### config.mk
export PLATFORM = sky130hd
export DESIGN_NAME = life_automaton_grid_step
export DESIGN_NICKNAME = d
export VERILOG_FILES = /design/src/sv/lifegrid_pkg.sv /design/src/sv/life_automaton_grid_step.sv
export SDC_FILE = /design/constraint.sdc
export NUM_CORES = 1
export LEC_CHECK = 0
export BUFFER_PORTS_ARGS = -buffer_cell sky130_fd_sc_hd__buf_2
export CAP_MARGIN = 30
export CORE_AREA = 2 2 152 228
export CTS_CLUSTER_DIAMETER = 50
export DETAILED_ROUTE_END_ITERATION = 10
export DIE_AREA = 0 0 154 230
export GPL_ROUTABILITY_DRIVEN = 0
export PLACE_DENSITY = 0.67
export SYNTH_ARGS = -nofsm -noshare
export SYNTH_HDL_FRONTEND = slang
export SYNTH_SLANG_ARGS = --single-unit
### constraint.sdc
create_clock -name clock -period 3.87 [get_ports clock]
set_input_delay 0.774 -clock clock [delete_from_list [all_inputs] [get_ports clock]]
set_output_delay 0.774 -clock clock [all_outputs]
set_load 0.02 [all_outputs]
### src/sv/lifegrid_pkg.sv
package lifegrid_pkg;

   localparam int GRID_SIZE_DEF = 16;

   localparam logic [1:0] OP_LOAD = 2'd0;
   localparam logic [1:0] OP_STEP = 2'd1;
   localparam logic [1:0] OP_READ = 2'd2;

   typedef enum logic [3:0] {
      S_IDLE = 4'b0001,
      S_LOAD = 4'b0010,
      S_READ = 4'b0100,
      S_STEP = 4'b1000
   } state_type;

endpackage

### src/sv/life_automaton_grid_step.sv
// Conway life grid of GRID_SIZE x GRID_SIZE cells, one memory row per grid row. A load reads
// the row and writes it back with one bit changed, and gives no result. A read gives one
// item on rsp_alive; it waits in place while a finished result is still stalled. A step
// accepts the request and then sweeps: the sweep reads one row per cycle through the single
// read port and writes the new generation two rows behind, keeping the old rows above and
// in the middle in registers. req_stall is high until the current item is done. Rows carry
// a valid bit cleared by reset, so the grid starts dead without a clearing pass. Load and
// read outside the grid are ignored (a read then returns dead); opcode three is dropped.
module life_automaton_grid_step
   import lifegrid_pkg::*;
#(
   parameter int GRID_SIZE = GRID_SIZE_DEF
) (
   input  logic       clock,
   input  logic       reset,
   input  logic       req_valid,
   output logic       req_stall,
   input  logic [1:0] req_opcode,
   input  logic [3:0] req_row,
   input  logic [3:0] req_col,
   input  logic       req_value,
   output logic       rsp_valid,
   input  logic       rsp_stall,
   output logic       rsp_alive
);

   localparam int ROW_W = $clog2(GRID_SIZE);
   localparam int CNT_W = $clog2(GRID_SIZE + 2);

   state_type              state_ff, state_in;
   logic [CNT_W-1:0]       cnt_ff, cnt_in;
   logic [ROW_W-1:0]       row_ff, col_ff;
   logic                   value_ff, inside_ff;
   logic [GRID_SIZE-1:0]   grid_ff [GRID_SIZE];
   logic [GRID_SIZE-1:0]   row_vld_ff;
   logic [GRID_SIZE-1:0]   rdata_ff;
   logic                   rdata_vld_ff;
   logic [GRID_SIZE-1:0]   above_ff, mid_ff;
   logic                   rsp_valid_ff, rsp_valid_in;
   logic                   rsp_alive_ff, rsp_alive_in;

   logic                   req_inside;
   logic [ROW_W-1:0]       rd_addr, wr_addr;
   logic                   wr_en;
   logic [GRID_SIZE-1:0]   wr_data;
   logic [GRID_SIZE-1:0]   row_data, below, next_row;

   assign req_inside = (32'(req_row) < 32'(GRID_SIZE)) && (32'(req_col) < 32'(GRID_SIZE));
   assign req_stall  = (state_ff != S_IDLE);
   assign rsp_valid  = rsp_valid_ff;
   assign rsp_alive  = rsp_alive_ff;

   // Rows never written read as dead
   assign row_data = rdata_vld_ff ? rdata_ff : '0;
   assign below    = (cnt_ff <= CNT_W'(GRID_SIZE)) ? row_data : '0;

   always_comb begin
      case (state_ff)
         S_IDLE:  rd_addr = ROW_W'(req_row);
         S_STEP:  rd_addr = cnt_ff[ROW_W-1:0];
         default: rd_addr = row_ff;
      endcase
   end

   always_comb begin
      logic [GRID_SIZE+1:0] a_x, m_x, b_x;
      logic [3:0]           n;
      a_x = {1'b0, above_ff, 1'b0};
      m_x = {1'b0, mid_ff, 1'b0};
      b_x = {1'b0, below, 1'b0};
      next_row = '0;
      for (int c = 0; c < GRID_SIZE; c++) begin
         n = 4'(a_x[c]) + 4'(a_x[c+1]) + 4'(a_x[c+2])
           + 4'(m_x[c]) + 4'(m_x[c+2])
           + 4'(b_x[c]) + 4'(b_x[c+1]) + 4'(b_x[c+2]);
         next_row[c] = (n == 4'd3) || (mid_ff[c] && (n == 4'd2));
      end
   end

   always_comb begin
      wr_en   = 1'b0;
      wr_addr = row_ff;
      wr_data = row_data;
      case (state_ff)
         S_LOAD: begin
            wr_en            = 1'b1;
            wr_data[col_ff]  = value_ff;
         end
         S_STEP: begin
            wr_en   = (cnt_ff >= CNT_W'(2));
            wr_addr = ROW_W'(cnt_ff - CNT_W'(2));
            wr_data = next_row;
         end
         default: ;
      endcase
   end

   always_comb begin
      state_in     = state_ff;
      cnt_in       = cnt_ff;
      rsp_valid_in = rsp_valid_ff && rsp_stall;
      rsp_alive_in = rsp_alive_ff;
      case (state_ff)
         S_IDLE: begin
            if (req_valid) begin
               case (req_opcode)
                  OP_LOAD: if (req_inside) state_in = S_LOAD;
                  OP_STEP: begin
                     state_in = S_STEP;
                     cnt_in   = '0;
                  end
                  OP_READ: state_in = S_READ;
                  default: ;
               endcase
            end
         end
         S_LOAD: state_in = S_IDLE;
         S_READ: begin
            // hold until the output register is free
            if (!rsp_valid_ff || !rsp_stall) begin
               rsp_valid_in = 1'b1;
               rsp_alive_in = inside_ff && row_data[col_ff];
               state_in     = S_IDLE;
            end
         end
         S_STEP: begin
            cnt_in = cnt_ff + CNT_W'(1);
            if (cnt_ff == CNT_W'(GRID_SIZE + 1)) state_in = S_IDLE;
         end
         default: state_in = S_IDLE;
      endcase
   end

   always_ff @(posedge clock) begin
      if (reset) begin
         state_ff     <= S_IDLE;
         cnt_ff       <= '0;
         rsp_valid_ff <= 1'b0;
         row_vld_ff   <= '0;
      end else begin
         state_ff     <= state_in;
         cnt_ff       <= cnt_in;
         rsp_valid_ff <= rsp_valid_in;
         if (wr_en) row_vld_ff[wr_addr] <= 1'b1;
      end
   end

   always_ff @(posedge clock) begin
      rsp_alive_ff <= rsp_alive_in;
      if (state_ff == S_IDLE && req_valid) begin
         row_ff    <= ROW_W'(req_row);
         col_ff    <= ROW_W'(req_col);
         value_ff  <= req_value;
         inside_ff <= req_inside;
      end
      // shift the old rows down the sweep window
      if (state_ff == S_STEP) begin
         if (cnt_ff == '0) begin
            above_ff <= '0;
            mid_ff   <= '0;
         end else begin
            above_ff <= mid_ff;
            mid_ff   <= below;
         end
      end
   end

   // Row memory: one read and one write port, registered read data
   always_ff @(posedge clock) begin
      if (wr_en) grid_ff[wr_addr] <= wr_data;
      rdata_ff     <= grid_ff[rd_addr];
      rdata_vld_ff <= row_vld_ff[rd_addr];
   end

`ifndef SYNTH
   a_rsp_from_read: assert property (@(posedge clock) disable iff (reset)
      $rose(rsp_valid_ff) |-> $past(state_ff == S_READ))
      else $error("result raised outside a read");

   a_step_no_overlap: assert property (@(posedge clock) disable iff (reset)
      (state_ff == S_STEP && wr_en && cnt_ff < CNT_W'(GRID_SIZE)) |-> (wr_addr != rd_addr))
      else $error("step writes the row being read");

   a_step_ends: assert property (@(posedge clock) disable iff (reset)
      (state_ff == S_STEP && cnt_ff == CNT_W'(GRID_SIZE + 1)) |=> (state_ff == S_IDLE))
      else $error("step sweep did not finish");

   a_load_one_cycle: assert property (@(posedge clock) disable iff (reset)
      (state_ff == S_LOAD) |=> (state_ff == S_IDLE && row_vld_ff[$past(row_ff)]))
      else $error("load write-back missing");
`endif

endmodule

==> impl_metrics.ini, run 1 <==
[status]
outcome = completed

[floorplanning]
initial_core_util = 0.496
die_area_sq_um = 35400
placementRows = 82
ioPinCount = 18
chipHeight_um = 230
dieWidth_um = 154
core-area_sq_um = 33300

[setup_path]
start_kind = flip-flop
end_kind = flip-flop
critPathKind = reg -> reg
timing.rr.end = grid_ff[5][8]
rr_startpoint = cnt_ff[1]
r2r_slack_ps = 150
cp_data_arrival_time_ps = 4030
crit_fanout = 16
worst-r2r-cell-count = 16
cp.required_ps = 4180

[timing]
hold_viol_final = 0
finalMaxSlewViolations = 0
fin_skew_ps = 12.6
fmax_ghz = 0.269
rsz0062_at_grt = true
worst_slew_pin_slew_ps = 742
finalSetupViolations = 0
holdWs_ps = 388
fin_crit_ps = 3720
finalSetupTns_ps = 0
max_slew_margin = 0.505
fin_crit_sh = 0.962

[clocking]
postCtsSetupRepairBufs = 0
cts-root-buf = clkbuf_16
clk_latency_ps = 580
clkTransAtPathRegs_ps = 70
cts_made_buffers = 31
cts_tree = yes
clock_sinks = 341
h-tree-depth = 1
clockBufferDepth = 3

[pwr]
p_leak_nw = 7.04
max-vdd-ir-drop_mv = 0.334
power_density_nw_per_um2 = 561

[detailed_routing]
drt-total-wl_um = 38400
ant_nets = 0
drc = 0
wl_per_cell_um = 22.2
drt_iter0_markers = 735
dr.pass1.iters = 5
num_vias = 10200
via_per_inst = 5.93

[grt]
grt_max_degree = 50
antenna_found_initial = 0
grt-ovfl-total = 0
grt_pass1_vias = 10400
track_usage = 0.220
grt_pass1_wl_um = 59600

[worst_hold_path]
hold_path_depth = 1
hp-class = in -> reg
min_to = row_ff[0]
hp-start = req_row[0]

[layout]
n_fill_cell = 2647
final_cell_mix = edfxtp_1 (298), mux2i_1 (102), inv_1 (87)
multiInputGateArea_sq_um = 6140
drive_above_1_share = 0.131
final_nets = 1411
n_antenna_cell = 0
final_area_sq_um = 18500
regArea_sq_um = 9810
layout_commonest_cell = edfxtp_1
syn_to_final_growth_pct = 12.0

[synth]
syn-cell-area_sq_um = 16500
synth_cell_types = 69
ys_seq_area_frac = 0.594
ys_warn_count = 0
synth-edff-count = 298
syn_avg_cell_area_sq_um = 13.4
ys_ff_latch = 341
async_reset_ff_frac = 0
synth_nets = 1364
synth_ff_type = edfxtp_1
synth_cells = 1235

[placement]
dpl_cell_area_sq_um = 17400
dpl.hpwl_um = 25600
port_buffers = 17

[flow_run]
maxCapViolCount = 0
[critical path, stage by stage (launching register included)]
cell and delay (ps):
dfxtp_1 320, inv_1 70, ha_1 140, nand2_1 120, nand2_2 140, buf_12 160, nand3_1 210, fa_1 540
fa_1 480, inv_1 40, ha_1 190, fa_1 380, nand3_1 90, o21ai_0 80, o2111ai_1 130, nand3_1 140
buf_4 210
[registers in the layout (all words and copies together), names as in the netlist]
| name | count |
|---|---|
| rdata_vld_ff | 1 |
| grid_ff | 256 |
| state_ff | 4 |
| rdata_ff | 16 |
| rsp_alive | 1 |
| row_vld_ff | 16 |
| row_ff | 4 |
| value_ff | 1 |
| col_ff | 4 |
| above_ff | 16 |
| rsp_valid | 1 |
| mid_ff | 16 |
| cnt_ff | 5 |
[cell usage after synthesis (3+ instances only)]
| cell type | n | area, sq um |
|---|---|---|
| buf_2 | 18 | 90.1 |
| edfxtp_1 | 298 | 8950 |
| o2111ai_1 | 13 | 114 |
| o21ai_0 | 18 | 90.1 |
| o22ai_1 | 53 | 332 |
| mux2i_1 | 102 | 1020 |
| or4_1 | 19 | 143 |
| nor3_1 | 4 | 20.0 |
| and3_1 | 34 | 213 |
| nor2b_1 | 6 | 37.5 |
| inv_1 | 87 | 327 |
| or2_1 | 3 | 18.8 |
| clkbuf_1 | 31 | 116 |
| fa_1 | 60 | 1200 |
| a21oi_1 | 52 | 260 |
| nor3b_1 | 16 | 120 |
| ha_1 | 54 | 676 |
| buf_4 | 7 | 52.6 |
| and2_1 | 7 | 43.8 |
| nor2_1 | 87 | 327 |
| nand3_1 | 46 | 230 |
| a211oi_1 | 34 | 255 |
| o21ai_1 | 5 | 25.0 |
| dfxtp_1 | 43 | 861 |
| nand3b_1 | 6 | 45.0 |
| a31oi_1 | 8 | 50.1 |
| buf_6 | 8 | 90.1 |
| mux4_2 | 5 | 113 |
| nand2_1 | 54 | 203 |
| and3b_1 | 4 | 35.0 |
[power breakdown]
| group | internal (mW) | switching (mW) |
|---|---|---|
| Combinational | 1.16 | 1.72 |
| Sequential | 4.19 | 0.181 |
| Clock | 1.77 | 1.35 |
| Total | 7.13 | 3.26 |
[final cells by class]
type,count,share of cell area
flip-flops and latches,341,0.530
multi-input cells,742,0.332
clock buffers,37,0.0437
repair buffers,78,0.0356
well taps,420,0.0284
inverters,88,0.0179
clock inverters,21,0.0127
[metal layers]
metal  up-vias  track usage  part of all wire
met4         0       0.0847             0.034
met2       295        0.407              0.53
met5         -            0                 0
li1       4713            -                 -
met1      5152        0.260              0.39
met3        84       0.0268             0.045
[logic make-up (layout without fill, tap and decap cells)]
| logic type | Yosys count | after routing | synth area share |
|---|---|---|---|
| mux | 108 | 108 | 0.0693 |
| buf+inv | 152 | 224 | 0.0411 |
| fa+ha+maj | 114 | 114 | 0.114 |
| compound gates | 214 | 214 | 0.0849 |
| flops | 341 | 341 | 0.594 |
| simple gates | 302 | 302 | 0.0954 |
| xor+xnor | 4 | 4 | 0.00212 |
[how the worst max path moves through the flow]
stage                     slack, ps  startpoint  depth (start not counted)              end
final                           150   cnt_ff[1]                         16    grid_ff[5][8]
after global routing           -110   cnt_ff[1]                         15   grid_ff[6][14]
after CTS                        50   cnt_ff[1]                         16  grid_ff[14][13]
after detailed placement         70   cnt_ff[1]                         15  grid_ff[11][12]
after global placement          150   cnt_ff[1]                         15  grid_ff[12][12]
after floorplan                  20   cnt_ff[0]                         15    grid_ff[0][1]
[metrics by stage]
stage	power [mW]	worst slack, ps	utilization	cells
after floorplan	6.47	21.5	-	1235
after global placement	7.24	153	0.521	1668
after detailed placement	7.30	72.6	0.521	1669
after CTS	10.4	52.6	0.553	1727
after global routing	10.9	-107	0.555	1727
final	10.4	146	0.555	1727
[repair_timing]
| item | in CTS | in global routing |
|---|---|---|
| setup endpoints to repair | 0 | 208 |
| gates resized for setup | 0 | 15 |
| hold buffers | 0 | 0 |
| endpoints found under the hold margin | 0 | 0 |
No activity file was read; power rests on OpenSTA's default activity.
==> run 2: changes to the inputs <==
--- a/config.mk
+++ b/config.mk
@@ -5,13 +5,15 @@
 export SDC_FILE = /design/constraint.sdc
 export NUM_CORES = 1
 export LEC_CHECK = 0
+export ABC_AREA = 1
 export BUFFER_PORTS_ARGS = -buffer_cell sky130_fd_sc_hd__buf_2
 export CAP_MARGIN = 30
-export CORE_AREA = 2 2 152 228
+export CORE_AREA = 2 2 158 238
 export CTS_CLUSTER_DIAMETER = 50
 export DETAILED_ROUTE_END_ITERATION = 10
-export DIE_AREA = 0 0 154 230
+export DIE_AREA = 0 0 160 240
 export GPL_ROUTABILITY_DRIVEN = 0
+export HOLD_SLACK_MARGIN = 0.03
 export PLACE_DENSITY = 0.67
 export SYNTH_ARGS = -nofsm -noshare
 export SYNTH_HDL_FRONTEND = slang
==> run 2 against run 1 <==
Global-route usage grew 1.3 points; largest cell class unchanged; sequential share of layout area shrank 4.3 points; final cell count grew 36%; clock-buffer cell count grew 6; setup slack gained 16 ps.
==> impl_metrics.ini, run 2 <==
[grt]
grt_pass1_vias = 12900
track_usage = 0.233
grt_pass1_wl_um = 68900
antenna_found_initial = 0
grt-ovfl-total = 0
grt_max_degree = 137

[pwr]
max-vdd-ir-drop_mv = 0.655
power_density_nw_per_um2 = 755
finalPower_mw = 15.2
p_leak_nw = 8.86

[floorplanning]
dieWidth_um = 160
die_area_sq_um = 38400
initial_core_util = 0.494
ioPinCount = 18
placementRows = 86
chipHeight_um = 240
core-area_sq_um = 36400

[detailed_routing]
drt_iter0_markers = 1205
drt-total-wl_um = 44200
dr.pass1.iters = 5
drc = 0
ant_nets = 0
wl_per_cell_um = 18.9
num_vias = 12900
via_per_inst = 5.49

[synth]
synth_nets = 1915
yosysMostFrequentCell = inv_1
syn_avg_cell_area_sq_um = 10.1
synth_commonest_cells = inv_1 (349), nand3_1 (339), edfxtp_1 (298), nand2_1 (297), fa_1 (60)
synth_top_cell_by_area = edfxtp_1
synth-edff-count = 298
synth_ff_type = edfxtp_1
syn-cell-area_sq_um = 18000
ys_warn_count = 0
ys_ff_latch = 341
ys_seq_area_frac = 0.546
ys_top_cells_by_area = edfxtp_1 (50%), nand3_1 (9.4%), inv_1 (7.3%), fa_1 (6.7%), nand2_1 (6.2%)
synth_top_area_share = 0.498
synth_cell_types = 40
async_reset_ff_frac = 0
synth_cells = 1786

[placement]
port_buffers = 17
pre_cts_ws_ps = -58.5
dpl.hpwl_um = 27000

[clocking]
cts_made_buffers = 35
h-tree-depth = 2
cts_hold_buffers = 0
cts_tree = yes
cts-root-buf = clkbuf_16
clk_latency_ps = 540
clock_sinks = 341
clkTransAtPathRegs_ps = 60
clockBufferDepth = 3

[setup_path]
end_kind = flip-flop
start_kind = flip-flop
cp.required_ps = 4150
worst-r2r-cell-count = 16
critPathLaunch = cnt_ff[1]
rr_startpoint = cnt_ff[1]
cp_slowest_cell = fa_1
slowest_delay_ps = 560
cp_data_arrival_time_ps = 3990
crit_fanout = 16
critical_path.cell_chain = inv_1 > ha_1 > nand2_2 > nand2_4 > buf_4 > nand2_1 > fa_1 > fa_1 > inv_1 > ha_1 > fa_1 > nand4_1 > o21ai_0 > o2111ai_1 > nand3_1 > buf_4
r2r_slack_ps = 160
critPathKind = reg -> reg
cpMostUsedCell = fa_1

[layout]
final_nets = 1960
layout_commonest_cell = inv_1
drive_above_1_share = 0.105
n_fill_cell = 3126
multiInputGateArea_sq_um = 6460
final_cell_mix = inv_1 (349), nand3_1 (339), edfxtp_1 (298)
fin_util = 0.554
largest_reg_flops = 256
largest_register = grid_ff
regArea_sq_um = 9810
n_antenna_cell = 0
syn_to_final_growth_pct = 12.3

[timing]
fin_crit_sh = 0.958
finalSetupViolations = 0
fin_skew_ps = 24.7
hold_viol_final = 0
finalSetupTns_ps = 0
setup_slack_ps = 162
fmax_ghz = 0.270
max_slew_margin = 0.308
fin_crit_ps = 3710
finalMaxSlewViolations = 0
worst_slew_pin_slew_ps = 1030

[flow_run]
maxCapViolCount = 0

[worst_hold_path]
hp-start = req_col[0]
hp-class = in -> reg
hold_path_depth = 1

[status]
outcome = completed
run 2: cells by family after synthesis:
logic type / count (synthesis) / synth area share
adders and majority gates: 114 / 0.105
and+or+nand+nor: 781 / 0.206
AOI/OAI and AO/OA: 109 / 0.0412
DFF: 341 / 0.546
buffers and inverters: 441 / 0.102
run 2: where the power goes:
| group | leakage, nW | internal, mW | switching (mW) |
|---|---|---|---|
| clock network | 0.600 | 2.13 | 1.45 |
| logic | 5.17 | 2.29 | 4.66 |
| registers | 3.09 | 4.56 | 0.142 |
run 2: cell type report:
type / instances / share of cell area
clock buffers: 43 / 0.0475
clock inverters: 21 / 0.0136
inverters: 359 / 0.0670
multi-input cells: 1005 / 0.320
flip-flops and latches: 341 / 0.487
well taps: 484 / 0.0300
repair buffers: 89 / 0.0349
run 2: timing repair:
item / CTS / global route
setup buffers: 2 / 0
pin swaps: 2 / 2
gates cloned: 0 / 1
setup endpoints to repair: 64 / 182
resized for setup: 2 / 12
run 2: routing by layer:
layer | vias up | share of wire | global-route usage
met5 | - | 0 | 0
met2 | 432 | 0.51 | 0.416
met4 | 0 | 0.061 | 0.141
met1 | 6221 | 0.38 | 0.267
li1 | 6038 | - | -
met3 | 165 | 0.053 | 0.0297
run 2: through the flow:
stage / instances / instance area, sq um / hold slack, ps
6_report: 2342 / 20200 / 414
3_3_place_gp: 2275 / 18800 / 441
4_1_cts: 2341 / 20100 / 404
2_1_floorplan: 1786 / 18000 / 430
3_5_place_dp: 2275 / 18800 / 450
5_1_grt: 2342 / 20200 / 415
run 2: critical path: cells and delay by family, from the launching register on:
family / cells / cell delay [ps]
DFF: 1 / 310
buffers and inverters: 4 / 500
and+or+nand+nor: 5 / 620
adders and majority gates: 5 / 1820
AOI/OAI and AO/OA: 2 / 180
run 2: final timing paths:
check / end
worst max register to register: grid_ff[12][12]
worst max-delay path: grid_ff[12][12]
worst min-delay path: col_ff[0]
worst min register to register: row_vld_ff[12]
